File: config.mk
export PLATFORM = sky130hd
export DESIGN_NAME = bitmap_disk_block_allocator_flat
export DESIGN_NICKNAME = d
export VERILOG_FILES = /design/src/hdl/bdba_pkg.sv /design/src/hdl/bdba_req_if.sv /design/src/hdl/bdba_rsp_if.sv /design/src/hdl/bitmap_disk_block_allocator.sv /design/src/hdl/bdba_cell.sv /design/src/hdl/bdba_ctrl.sv /design/src/flat_wrapper.sv
export SDC_FILE = /design/constraint.sdc
export NUM_CORES = 1
export LEC_CHECK = 0
export BUFFER_PORTS_ARGS = -buffer_cell sky130_fd_sc_hd__buf_2
export CAP_MARGIN = 10
export CORE_AREA = 10 10 202 281
export DETAILED_ROUTE_END_ITERATION = 6
export DIE_AREA = 0 0 212 291
export GPL_ROUTABILITY_DRIVEN = 1
export PLACE_DENSITY = 0.84
export SYNTH_ARGS = -nofsm -noshare
export SYNTH_HDL_FRONTEND = slang
export SYNTH_SLANG_ARGS = --single-unit
File: constraint.sdc
create_clock -name clock -period 8.5 [get_ports clock]
set_input_delay 1.275 -clock clock [delete_from_list [all_inputs] [get_ports clock]]
set_output_delay 1.275 -clock clock [all_outputs]
set_load 0.05 [all_outputs]
File: src/hdl/bdba_pkg.sv
`default_nettype none

package bdba_pkg;

   localparam int NUM_BLOCKS = 64;
   localparam int ROW_BITS   = 8;
   localparam int ID_WIDTH   = 8;

   localparam int NUM_ROWS = NUM_BLOCKS / ROW_BITS;
   localparam int IDX_W    = $clog2(NUM_BLOCKS);
   localparam int ROW_W    = (NUM_ROWS > 1) ? $clog2(NUM_ROWS) : 1;
   localparam int COL_W    = $clog2(ROW_BITS);
   localparam int CNT_W    = $clog2(NUM_BLOCKS + 1);

   // Field widths of the request and response channels.
   localparam int CMD_W       = 1;
   localparam int FILE_ID_W   = 8;
   localparam int COUNT_W     = 7;
   localparam int STATUS_W    = 2;
   localparam int ROW_FIELD_W = 3;
   localparam int REC_W       = 2;
   localparam int BIT_W       = 3;

   localparam int CMP_W = (CNT_W > COUNT_W) ? CNT_W : COUNT_W;

   localparam logic [CMD_W-1:0] CMD_ALLOC   = 1'b0;
   localparam logic [CMD_W-1:0] CMD_RELEASE = 1'b1;

   localparam logic [STATUS_W-1:0] ST_OK       = 2'd0;
   localparam logic [STATUS_W-1:0] ST_DUP      = 2'd1;
   localparam logic [STATUS_W-1:0] ST_NOSPACE  = 2'd2;
   localparam logic [STATUS_W-1:0] ST_NOTFOUND = 2'd3;

   typedef struct packed {
      logic                used;
      logic [ID_WIDTH-1:0] owner;
   } cell_data_type;

   typedef struct packed {
      logic                shift;
      logic                check;
      logic [ID_WIDTH-1:0] id;
   } ring_ctl_type;

   typedef struct packed {
      logic [STATUS_W-1:0]    status;
      logic                   has_block;
      logic [ROW_FIELD_W-1:0] block_row;
      logic                   track;
      logic [REC_W-1:0]       record;
      logic [BIT_W-1:0]       bit_index;
      logic                   last;
   } rsp_fields_type;

   // Builds one response; position fields are masked to their field widths.
   function automatic rsp_fields_type make_rsp(input logic [STATUS_W-1:0] st,
                                               input logic blk,
                                               input logic [ROW_W-1:0] row,
                                               input logic [COL_W-1:0] col,
                                               input logic last);
      logic [ROW_W+2:0] r_ext;
      logic [COL_W+2:0] c_ext;
      rsp_fields_type   r;
      r_ext       = {3'b000, row};
      c_ext       = {3'b000, col};
      r.status    = st;
      r.has_block = blk;
      r.block_row = blk ? r_ext[2:0] : '0;
      r.track     = blk ? c_ext[2] : 1'b0;
      r.record    = blk ? c_ext[1:0] : '0;
      r.bit_index = blk ? c_ext[2:0] : '0;
      r.last      = last;
      return r;
   endfunction

endpackage

`default_nettype wire

File: src/hdl/bdba_req_if.sv
`default_nettype none

interface bdba_req_if import bdba_pkg::*; ();
   logic                 valid;
   logic                 ready;
   logic [CMD_W-1:0]     cmd;
   logic [FILE_ID_W-1:0] file_id;
   logic [COUNT_W-1:0]   block_count;

   modport source (output valid, output cmd, output file_id, output block_count,
                   input ready);
   modport sink (input valid, input cmd, input file_id, input block_count,
                 output ready);
endinterface

`default_nettype wire

File: src/hdl/bdba_rsp_if.sv
`default_nettype none

interface bdba_rsp_if import bdba_pkg::*; ();
   logic                   valid;
   logic                   ready;
   logic [STATUS_W-1:0]    status;
   logic                   has_block;
   logic [ROW_FIELD_W-1:0] block_row;
   logic                   track;
   logic [REC_W-1:0]       record;
   logic [BIT_W-1:0]       bit_index;
   logic                   last;

   modport source (output valid, output status, output has_block, output block_row,
                   output track, output record, output bit_index, output last,
                   input ready);
   modport sink (input valid, input status, input has_block, input block_row,
                 input track, input record, input bit_index, input last,
                 output ready);
endinterface

`default_nettype wire

File: src/hdl/bitmap_disk_block_allocator.sv
// First-fit disk block allocator over a 64-block bitmap (8 rows of 8 columns).
// Each block's used bit and owner id sit in a ring of 64 cells that rotates by
// one place per cycle, unless a response stall holds it, past a single head,
// where blocks are taken or freed. A request is taken only when the block is
// idle. Each passes an id-match check and a decision; one that reaches the scan
// waits out one full turn of the ring (and a release a finish state) before the
// next acceptance, while one answered by status alone (duplicate id, no space,
// zero blocks, id not found) goes to a status state. One response per block, in
// row-major order, the status riding on the response marked last. After reset
// every block is free.
`default_nettype none

module bitmap_disk_block_allocator import bdba_pkg::*; (
   input  logic       clock,
   input  logic       reset,
   bdba_req_if.sink   req_ch,
   bdba_rsp_if.source rsp_ch
);

   // Entry NUM_BLOCKS is the write-back from the head into the tail cell.
   cell_data_type         ring_data [NUM_BLOCKS+1];
   logic [NUM_BLOCKS-1:0] match;
   ring_ctl_type          ring_ctl;

   for (genvar i = 0; i < NUM_BLOCKS; i++) begin : g_cell
      bdba_cell u_cell (
         .clock (clock),
         .reset (reset),
         .ctl   (ring_ctl),
         .nxt   (ring_data[i+1]),
         .data  (ring_data[i]),
         .match (match[i])
      );
   end

   bdba_ctrl u_ctrl (
      .clock    (clock),
      .reset    (reset),
      .req_ch   (req_ch),
      .rsp_ch   (rsp_ch),
      .head     (ring_data[0]),
      .match    (match),
      .tail     (ring_data[NUM_BLOCKS]),
      .ring_ctl (ring_ctl)
   );

endmodule

`default_nettype wire

File: src/hdl/bdba_cell.sv
`default_nettype none

module bdba_cell import bdba_pkg::*; (
   input  logic          clock,
   input  logic          reset,
   input  ring_ctl_type  ctl,
   input  cell_data_type nxt,
   output cell_data_type data,
   output logic          match
);

   logic                used_ff, used_in;
   logic [ID_WIDTH-1:0] owner_ff, owner_in;
   logic                match_ff, match_in;

   always_comb begin
      used_in  = ctl.shift ? nxt.used : used_ff;
      owner_in = ctl.shift ? nxt.owner : owner_ff;
      match_in = ctl.check ? (used_ff && (owner_ff == ctl.id)) : match_ff;
   end

   always_ff @(posedge clock) begin
      if (reset) begin
         used_ff  <= 1'b0;
         match_ff <= 1'b0;
      end else begin
         used_ff  <= used_in;
         match_ff <= match_in;
      end
   end

   // The owner id means nothing while the used bit is clear.
   always_ff @(posedge clock) begin
      owner_ff <= owner_in;
   end

   assign data.used  = used_ff;
   assign data.owner = owner_ff;
   assign match      = match_ff;

endmodule

`default_nettype wire

File: src/hdl/bdba_ctrl.sv
`default_nettype none

module bdba_ctrl import bdba_pkg::*; (
   input  logic                   clock,
   input  logic                   reset,
   bdba_req_if.sink               req_ch,
   bdba_rsp_if.source             rsp_ch,
   input  cell_data_type          head,
   input  logic [NUM_BLOCKS-1:0]  match,
   output cell_data_type          tail,
   output ring_ctl_type           ring_ctl
);

   localparam logic [2:0] S_IDLE   = 3'd0;
   localparam logic [2:0] S_CHECK  = 3'd1;
   localparam logic [2:0] S_DECIDE = 3'd2;
   localparam logic [2:0] S_SCAN   = 3'd3;
   localparam logic [2:0] S_FINISH = 3'd4;
   localparam logic [2:0] S_STATUS = 3'd5;

   logic [2:0]          state_ff, state_in;
   logic [CMD_W-1:0]    cmd_ff, cmd_in;
   logic [ID_WIDTH-1:0] id_ff, id_in;
   logic [COUNT_W-1:0]  remain_ff, remain_in;
   logic [CNT_W-1:0]    free_ff, free_in;
   logic [STATUS_W-1:0] status_ff, status_in;
   logic [IDX_W-1:0]    pos_ff, pos_in;
   logic [ROW_W-1:0]    row_ff, row_in;
   logic [COL_W-1:0]    col_ff, col_in;
   logic                pend_valid_ff, pend_valid_in;
   logic [ROW_W-1:0]    pend_row_ff, pend_row_in;
   logic [COL_W-1:0]    pend_col_ff, pend_col_in;
   logic                out_valid_ff, out_valid_in;
   rsp_fields_type      out_ff, out_in;

   logic                   slot_free;
   logic                   step;
   logic                   hit_alloc;
   logic                   hit_rel;
   logic                   any_match;
   logic                   load;
   logic [ID_WIDTH+FILE_ID_W-1:0] id_ext;
   logic [CMP_W-1:0]       want_cmp;
   logic [CMP_W-1:0]       free_cmp;

   assign slot_free = !out_valid_ff || rsp_ch.ready;
   assign step      = (state_ff == S_SCAN) && slot_free;
   assign hit_alloc = (cmd_ff == CMD_ALLOC) && (remain_ff != '0) && !head.used;
   assign hit_rel   = (cmd_ff == CMD_RELEASE) && head.used && (head.owner == id_ff);
   assign any_match = |match;
   assign id_ext    = {{ID_WIDTH{1'b0}}, req_ch.file_id};
   assign want_cmp  = CMP_W'(remain_ff);
   assign free_cmp  = CMP_W'(free_ff);

   // The head cell's entry goes back into the tail cell, updated on a hit.
   always_comb begin
      tail = head;
      if (step && hit_alloc) begin
         tail.used  = 1'b1;
         tail.owner = id_ff;
      end else if (step && hit_rel) begin
         tail.used = 1'b0;
      end
   end

   assign ring_ctl.shift = step;
   assign ring_ctl.check = (state_ff == S_CHECK);
   assign ring_ctl.id    = id_ff;

   always_comb begin
      state_in      = state_ff;
      cmd_in        = cmd_ff;
      id_in         = id_ff;
      remain_in     = remain_ff;
      free_in       = free_ff;
      status_in     = status_ff;
      pos_in        = pos_ff;
      row_in        = row_ff;
      col_in        = col_ff;
      pend_valid_in = pend_valid_ff;
      pend_row_in   = pend_row_ff;
      pend_col_in   = pend_col_ff;
      out_in        = out_ff;
      load          = 1'b0;

      case (state_ff)
         S_IDLE: begin
            if (req_ch.valid) begin
               cmd_in    = req_ch.cmd;
               id_in     = id_ext[ID_WIDTH-1:0];
               remain_in = req_ch.block_count;
               state_in  = S_CHECK;
            end
         end
         S_CHECK: begin
            state_in = S_DECIDE;
         end
         S_DECIDE: begin
            pos_in        = '0;
            row_in        = '0;
            col_in        = '0;
            pend_valid_in = 1'b0;
            status_in     = ST_OK;
            state_in      = S_SCAN;
            if (cmd_ff == CMD_ALLOC) begin
               if (any_match) begin
                  status_in = ST_DUP;
                  state_in  = S_STATUS;
               end else if (want_cmp > free_cmp) begin
                  status_in = ST_NOSPACE;
                  state_in  = S_STATUS;
               end else if (remain_ff == '0) begin
                  state_in = S_STATUS;
               end
            end else if (!any_match) begin
               status_in = ST_NOTFOUND;
               state_in  = S_STATUS;
            end
         end
         S_SCAN: begin
            if (step) begin
               if (hit_alloc) begin
                  load      = 1'b1;
                  out_in    = make_rsp(ST_OK, 1'b1, row_ff, col_ff,
                                       remain_ff == COUNT_W'(1));
                  remain_in = remain_ff - COUNT_W'(1);
                  free_in   = free_ff - CNT_W'(1);
               end
               if (hit_rel) begin
                  // A freed block is held back one hit so that the final one
                  // can carry the last flag.
                  if (pend_valid_ff) begin
                     load   = 1'b1;
                     out_in = make_rsp(ST_OK, 1'b1, pend_row_ff, pend_col_ff, 1'b0);
                  end
                  pend_valid_in = 1'b1;
                  pend_row_in   = row_ff;
                  pend_col_in   = col_ff;
                  free_in       = free_ff + CNT_W'(1);
               end
               pos_in = pos_ff + IDX_W'(1);
               if (col_ff == COL_W'(ROW_BITS - 1)) begin
                  col_in = '0;
                  row_in = row_ff + ROW_W'(1);
               end else begin
                  col_in = col_ff + COL_W'(1);
               end
               if (pos_ff == IDX_W'(NUM_BLOCKS - 1)) begin
                  state_in = (cmd_ff == CMD_ALLOC) ? S_IDLE : S_FINISH;
               end
            end
         end
         S_FINISH: begin
            if (slot_free) begin
               load     = 1'b1;
               out_in   = make_rsp(ST_OK, 1'b1, pend_row_ff, pend_col_ff, 1'b1);
               state_in = S_IDLE;
            end
         end
         S_STATUS: begin
            if (slot_free) begin
               load     = 1'b1;
               out_in   = make_rsp(status_ff, 1'b0, '0, '0, 1'b1);
               state_in = S_IDLE;
            end
         end
         default: begin
            state_in = S_IDLE;
         end
      endcase

      if (load) begin
         out_valid_in = 1'b1;
      end else if (rsp_ch.ready) begin
         out_valid_in = 1'b0;
      end else begin
         out_valid_in = out_valid_ff;
      end
   end

   always_ff @(posedge clock) begin
      if (reset) begin
         state_ff      <= S_IDLE;
         free_ff       <= CNT_W'(NUM_BLOCKS);
         pend_valid_ff <= 1'b0;
         out_valid_ff  <= 1'b0;
      end else begin
         state_ff      <= state_in;
         free_ff       <= free_in;
         pend_valid_ff <= pend_valid_in;
         out_valid_ff  <= out_valid_in;
      end
   end

   always_ff @(posedge clock) begin
      cmd_ff      <= cmd_in;
      id_ff       <= id_in;
      remain_ff   <= remain_in;
      status_ff   <= status_in;
      pos_ff      <= pos_in;
      row_ff      <= row_in;
      col_ff      <= col_in;
      pend_row_ff <= pend_row_in;
      pend_col_ff <= pend_col_in;
      out_ff      <= out_in;
   end

   assign req_ch.ready     = (state_ff == S_IDLE);
   assign rsp_ch.valid     = out_valid_ff;
   assign rsp_ch.status    = out_ff.status;
   assign rsp_ch.has_block = out_ff.has_block;
   assign rsp_ch.block_row = out_ff.block_row;
   assign rsp_ch.track     = out_ff.track;
   assign rsp_ch.record    = out_ff.record;
   assign rsp_ch.bit_index = out_ff.bit_index;
   assign rsp_ch.last      = out_ff.last;

endmodule

`default_nettype wire

File: src/flat_wrapper.sv
// flat-port wrapper written by rule: the top's interface ports become plain ports
module bitmap_disk_block_allocator_flat import bdba_pkg::*;
  (clock, reset, req_ch_valid, req_ch_cmd, req_ch_file_id, req_ch_block_count, req_ch_ready, rsp_ch_valid, rsp_ch_status, rsp_ch_has_block, rsp_ch_block_row, rsp_ch_track, rsp_ch_record, rsp_ch_bit_index, rsp_ch_last, rsp_ch_ready);
  bdba_req_if req_ch_i ();
  bdba_rsp_if rsp_ch_i ();
  input  logic clock;
  input  logic reset;
  input wire logic [$bits(req_ch_i.valid)-1:0] req_ch_valid;
  input wire logic [$bits(req_ch_i.cmd)-1:0] req_ch_cmd;
  input wire logic [$bits(req_ch_i.file_id)-1:0] req_ch_file_id;
  input wire logic [$bits(req_ch_i.block_count)-1:0] req_ch_block_count;
  output wire logic [$bits(req_ch_i.ready)-1:0] req_ch_ready;
  output wire logic [$bits(rsp_ch_i.valid)-1:0] rsp_ch_valid;
  output wire logic [$bits(rsp_ch_i.status)-1:0] rsp_ch_status;
  output wire logic [$bits(rsp_ch_i.has_block)-1:0] rsp_ch_has_block;
  output wire logic [$bits(rsp_ch_i.block_row)-1:0] rsp_ch_block_row;
  output wire logic [$bits(rsp_ch_i.track)-1:0] rsp_ch_track;
  output wire logic [$bits(rsp_ch_i.record)-1:0] rsp_ch_record;
  output wire logic [$bits(rsp_ch_i.bit_index)-1:0] rsp_ch_bit_index;
  output wire logic [$bits(rsp_ch_i.last)-1:0] rsp_ch_last;
  input wire logic [$bits(rsp_ch_i.ready)-1:0] rsp_ch_ready;
  assign req_ch_i.valid = req_ch_valid;
  assign req_ch_i.cmd = req_ch_cmd;
  assign req_ch_i.file_id = req_ch_file_id;
  assign req_ch_i.block_count = req_ch_block_count;
  assign req_ch_ready = req_ch_i.ready;
  assign rsp_ch_valid = rsp_ch_i.valid;
  assign rsp_ch_status = rsp_ch_i.status;
  assign rsp_ch_has_block = rsp_ch_i.has_block;
  assign rsp_ch_block_row = rsp_ch_i.block_row;
  assign rsp_ch_track = rsp_ch_i.track;
  assign rsp_ch_record = rsp_ch_i.record;
  assign rsp_ch_bit_index = rsp_ch_i.bit_index;
  assign rsp_ch_last = rsp_ch_i.last;
  assign rsp_ch_i.ready = rsp_ch_ready;
  bitmap_disk_block_allocator u_core (.clock(clock), .reset(reset), .req_ch(req_ch_i), .rsp_ch(rsp_ch_i));
endmodule
# ---- Word level (Yosys, flattened, before mapping)
# Index checks and enable logic that the tools add are counted.
dict set report totals {
  register_bits 701
  inputBits 20
  output_inout_bits 15
  word_cells 444
}
dict set report op_classes {
  addsub 6
  n_lt_le_gt_ge 1
  eq_ne 81
  mux 50
  bitwise 1
  reduce_logical 93
}
# operator n
set ops {}
lappend ops {{== test 8 bit} 64}
lappend ops {{2-to-1 mux 13 bit} 6}
lappend ops {{logical AND 1 bit} 71}
lappend ops {{OR reduction 64 bit} 1}
lappend ops {{2-to-1 mux 3 bit} 14}
lappend ops {{case mux 13 bit (3 select lines)} 1}
lappend ops {{2-to-1 mux 7 bit} 5}
lappend ops {{case mux 3 bit (5 select lines)} 1}
lappend ops {{case mux 7 bit (2 select lines)} 1}
lappend ops {{subtractor 7 x 1 -> 7 bit, second input constant} 2}
lappend ops {{!= test 2 bit, second input constant} 6}
lappend ops {{case mux 3 bit (2 select lines)} 2}
lappend ops {{case mux 6 bit (2 select lines)} 1}
lappend ops {{AND reduction 3 bit} 4}
lappend ops {{AND reduction 4 bit} 3}
lappend ops {{2-to-1 mux 1 bit} 11}
lappend ops {{== test 3 bit, second input constant} 3}
lappend ops {{2-to-1 mux 2 bit} 4}
lappend ops {{2-to-1 mux 8 bit} 1}
lappend ops {{nonzero test 2 bit} 4}
lappend ops {{adder 7 x 1 -> 7 bit, second input constant} 1}
lappend ops {{== test 7 x 1 -> 1 bit, second input constant} 1}
lappend ops {{> comparator 7 bit} 1}
lappend ops {{zero test 7 bit} 1}
lappend ops {{other kinds (16)} 23}

# ---- Longest topological paths before layout
dict set report depth {
  ltp_word 9
  ltp_mapped 11
  mapped_depth_nobuf 11
}

# ---- Hierarchy
# A second synthesis with hierarchy kept.
dict set report unflattened {
  hier_cells 2080
  area_unflattened_um2 29917.4
}
# mod instances cells_per_inst area_each_um2
set by_module_without_submodules {}
lappend by_module_without_submodules {bdba_cell 64 27 411.6}
lappend by_module_without_submodules {bdba_ctrl 1 352 3572.2}

# ---- Worst setup path after synthesis
# No wires, ideal clock.
dict set report synth_timing {
  kind {input-to-reg}
  startpoint {input port rsp_ch_ready}
  endpoint {register u_core.g_cell[0].u_cell.owner_ff[0] (enable)}
  setup_time_ps 655
  t_arrival_ps 7777
  setup_slack_ps 68
  path_stages 5
  path_cell_list {nor2b_1 > or2_2 > buf_2 > inv_2 > buf_2}
}
# element line_no
set synth_rtl {}
lappend synth_rtl {{start, declared} flat_wrapper.sv:21} ;# input wire logic [$bits(rsp_ch_i.ready)-1:0] rsp_ch_ready;
lappend synth_rtl {{end signal, assigned} bdba_cell.sv:34} ;# owner_ff <= owner_in;
lappend synth_rtl {{end, declared} bdba_cell.sv:13} ;# logic [ID_WIDTH-1:0] owner_ff, owner_in;

# ---- Worst setup path after layout
dict set report layout_timing {
  startpoint {register u_core.u_ctrl.state_ff[0]}
  endpoint {register u_core.g_cell[51].u_cell.used_ff}
}
dict set report layout_via {
  elab_chain_len 2
}
# element line_no
set layout_rtl {}
lappend layout_rtl {{start, declared} bdba_ctrl.sv:21} ;# logic [2:0] state_ff, state_in;
lappend layout_rtl {{start signal, assigned} bdba_ctrl.sv:188} ;# state_ff <= state_in;
lappend layout_rtl {{== test 3 x 2 -> 1 bit} bdba_ctrl.sv:47} ;# assign step = (state_ff == S_SCAN) && slot_free;
lappend layout_rtl {{logical AND 1 bit} bdba_ctrl.sv:47}
lappend layout_rtl {{end signal, assigned} bdba_cell.sv:27} ;# used_ff <= used_in;
lappend layout_rtl {{end, declared} bdba_cell.sv:12} ;# logic used_ff, used_in;
# Every way passes these cells.
# A chain may end at the register's enable or synchronous reset.

==> flow_summary.toml <==
[power]
powerDensity_nw_per_um2 = 250
swShare_pct = 24.8
p_leak_nw = 9.53
finalPower_w = 0.00798
p_int_w = 0.00600
pwr-share-clk_pct = 38.0
p_switching_w = 0.00198
power.share.combinational_pct = 12.1
seq_power_share_pct = 49.9
vdd_drop_max_mv = 0.164

[synthesis]
synth_area_leaders = "edfxtp_1 (58%), xnor2_1 (13%), dfxtp_1 (9.6%)"
synth_top_cell_area_share_pct = 58.0
synth.net_count = 2195
synth_largest_area_cell = "edfxtp_1"
synth_warnings = 0
ys_seq_elements = 701
async_flop_share_pct = 0
synth_cell_types = 52
synth_flop_cell = "edfxtp_1"
syn_inst = 2158
synth.avg_cell_area_um2 = 13.5
ys_seq_area_share_pct = 67.6
synth-edff-count = 561
syn_area_um2 = 29100

[placed_design]
dpl.hpwl_um = 35900
io_buffers = 34
gp_congestion = 0.822

[timing]
tns_ns = 0
hold_viol_final = 0
slew_headroom_pct = 18.4
worst_pin_slew_ns = 1.22
fmax_mhz = 250
fin_crit_sh_pct = 47.1
layout_min_cycle_time_ns = 4.00
setup_viol = 0
rsz0062_at_grt = "no"
finalClockSkew_ns = 0.0251
slew_viol_final = 0

[floorplanning]
dieArea_um2 = 61700
die_h_um = 291
rows = 99
die_w_um = 212
initial_core_util_pct = 56.2
core-area_um2 = 51700
io_pins = 35

[clocking]
cts_tree = "built"
cts_hold_buf = 0
htreeDepth = 2
cts_buffers = 59
root_buffer = "clkbuf_16"
cts.sinks = 701
cts_resized = 0
clock_path_buffers = 3
cts.reportedPaths.clkPinSlew_ns = 0.07
clock_latency_ns = 0.61
cts_setup_buffers = 0

[critical_path]
r2r_cells = 6
crit_fanout = 163
cp.required_ns = 9.02
cp.arrival_ns = 4.52
worst_setup_path_end_kind = "flop"
path_class = "flop to flop"
cp-start-kind = "flop"
ff2ff_setup_slack_ns = 4.50

[run_status]
status = "finished, final reports clean"

[finish]
diodes = 0
regArea_um2 = 19600
drive_gt1_share_pct = 8.25
area_growth_pct = 10.1
multiInputGateArea_um2 = 8880
fin_nets = 2204
fillers = 3474

[drt]
wl_um = 61800
drc = 0
drtIter0Drc = 1755
dr.pass1.iters = 6
vias = 17300
postRouteAntennaNets = 0
via_per_inst = 6.02
avgRoutedWirePerCell_um = 21.5

[worst_hold_path]
min_path_type = "flop to flop"
hold_depth = 0

[global_routing]
grt_start_max_net_pins = 184
grt_antenna_before_repair = 1
grt.total_usage_pct = 19.6
grt_pass1_vias = 17800
grt_pass1_wl_um = 97300
gr-total-overflow = 0

[run]
maxCapViolCount = 0
power by group through the flow:
stage	clock network (W)	registers (W)	logic (W)
global placement	0	0.00405	0.000917
floorplan	0	0.00409	0.000732
CTS	0.00307	0.00398	0.000969
detailed placement	0	0.00405	0.000956
finish	0.00303	0.00398	0.000970
global route	0.00319	0.00399	0.00105
Yosys cell counts (8+ instances only):
master,count
nand4_1,45
nor3_1,33
xnor2_1,423
o21ai_0,17
clkbuf_1,36
nor2_1,92
xor2_1,103
buf_1,12
nor4_1,81
nand2_1,201
nand3_1,96
ha_1,17
inv_1,12
mux2_2,8
buf_2,62
dfxtp_1,140
edfxtp_1,561
a21oi_1,141
cells by family (layout without fill, tap and decap cells):
| family | Yosys count | in the layout | share of synthesized area (%) |
|---|---|---|---|
| xor gates and xnor gates | 526 | 526 | 15.9 |
| DFF | 701 | 701 | 67.6 |
| AOI/OAI and AO/OA | 198 | 198 | 3.88 |
| muxes | 13 | 13 | 0.482 |
| buffers and inverters | 123 | 183 | 1.86 |
| adders and majority gates | 17 | 17 | 0.732 |
| and+or+nand+nor | 580 | 580 | 9.56 |
per-layer routing:
layer,part of all wire (%),vias to the layer above,track usage (%)
met4,3.0,2,7.42
li1,-,7707,-
met1,39,8701,24.0
met5,0.016,-,0
met3,6.1,142,2.56
met2,52,736,34.5
placed cells by master (no fill, tap or decap), drive strengths merged, types with 19 or more instances in the layout:
| master | instances |
|---|---|
| nand4 | 45 |
| edfxtp | 561 |
| nor4 | 83 |
| clkbuf | 73 |
| nand2 | 201 |
| dfxtp | 140 |
| nor2 | 93 |
| clkinv | 21 |
| xor2 | 103 |
| nand3 | 96 |
| buf | 58 |
| xnor2 | 423 |
| o21ai | 19 |
| nor3 | 33 |
| a21oi | 142 |
worst max-delay path, cell delays in order, from the launching register on:
cell,delay [ns]
dfxtp_1,0.57
nand3b_4,0.32
or2_4,0.66
inv_8,0.88
buf_4,1.03
nand2_1,0.17
a21oi_1,0.19
state kept, by name, summed over array words and instances (netlist names), 6 cells and up:
signal                         count
u_core.u_ctrl.id_ff                8
u_core.g_cell.u_cell.match        64
u_core.g_cell.u_cell.used_ff      64
u_core.u_ctrl.free_cmp             7
u_core.u_ctrl.pos_ff               6
u_core.u_ctrl.remain_ff            7
u_core.g_cell.u_cell.owner_ff    512
stage by stage:
step	util, %	hold slack (ns)	std cells	cell area (µm²)	setup slack (ns)
6_report	61.9	0.459	2874	32000	4.50
5_1_grt	61.9	0.467	2874	32000	4.16
4_1_cts	61.9	0.460	2873	32000	4.48
3_5_place_dp	57.6	0.456	2761	29800	4.04
3_3_place_gp	57.6	0.448	2761	29800	4.11
2_1_floorplan	-	0.437	2158	29100	0.0680
worst paths after layout:
path / startpoint / endpoint
worst max-delay path: u_core.u_ctrl.state_ff[0] / u_core.g_cell[51].u_cell.used_ff
worst min-delay path: u_core.g_cell[38].u_cell.owner_ff[5] / u_core.g_cell[37].u_cell.owner_ff[5]
worst max register to register: u_core.u_ctrl.state_ff[0] / u_core.g_cell[51].u_cell.used_ff
worst min register to register: u_core.g_cell[38].u_cell.owner_ff[5] / u_core.g_cell[37].u_cell.owner_ff[5]
area by class of cell:
type / count / area share (%)
clock inverters: 39 / 1.72
clock buffers: 73 / 5.17
repair buffers: 58 / 1.14
well taps: 656 / 2.57
inverters: 13 / 0.176
multi-input cells: 1334 / 27.8
flip-flops and latches: 701 / 61.5
(Power assumes the default switching activity.)
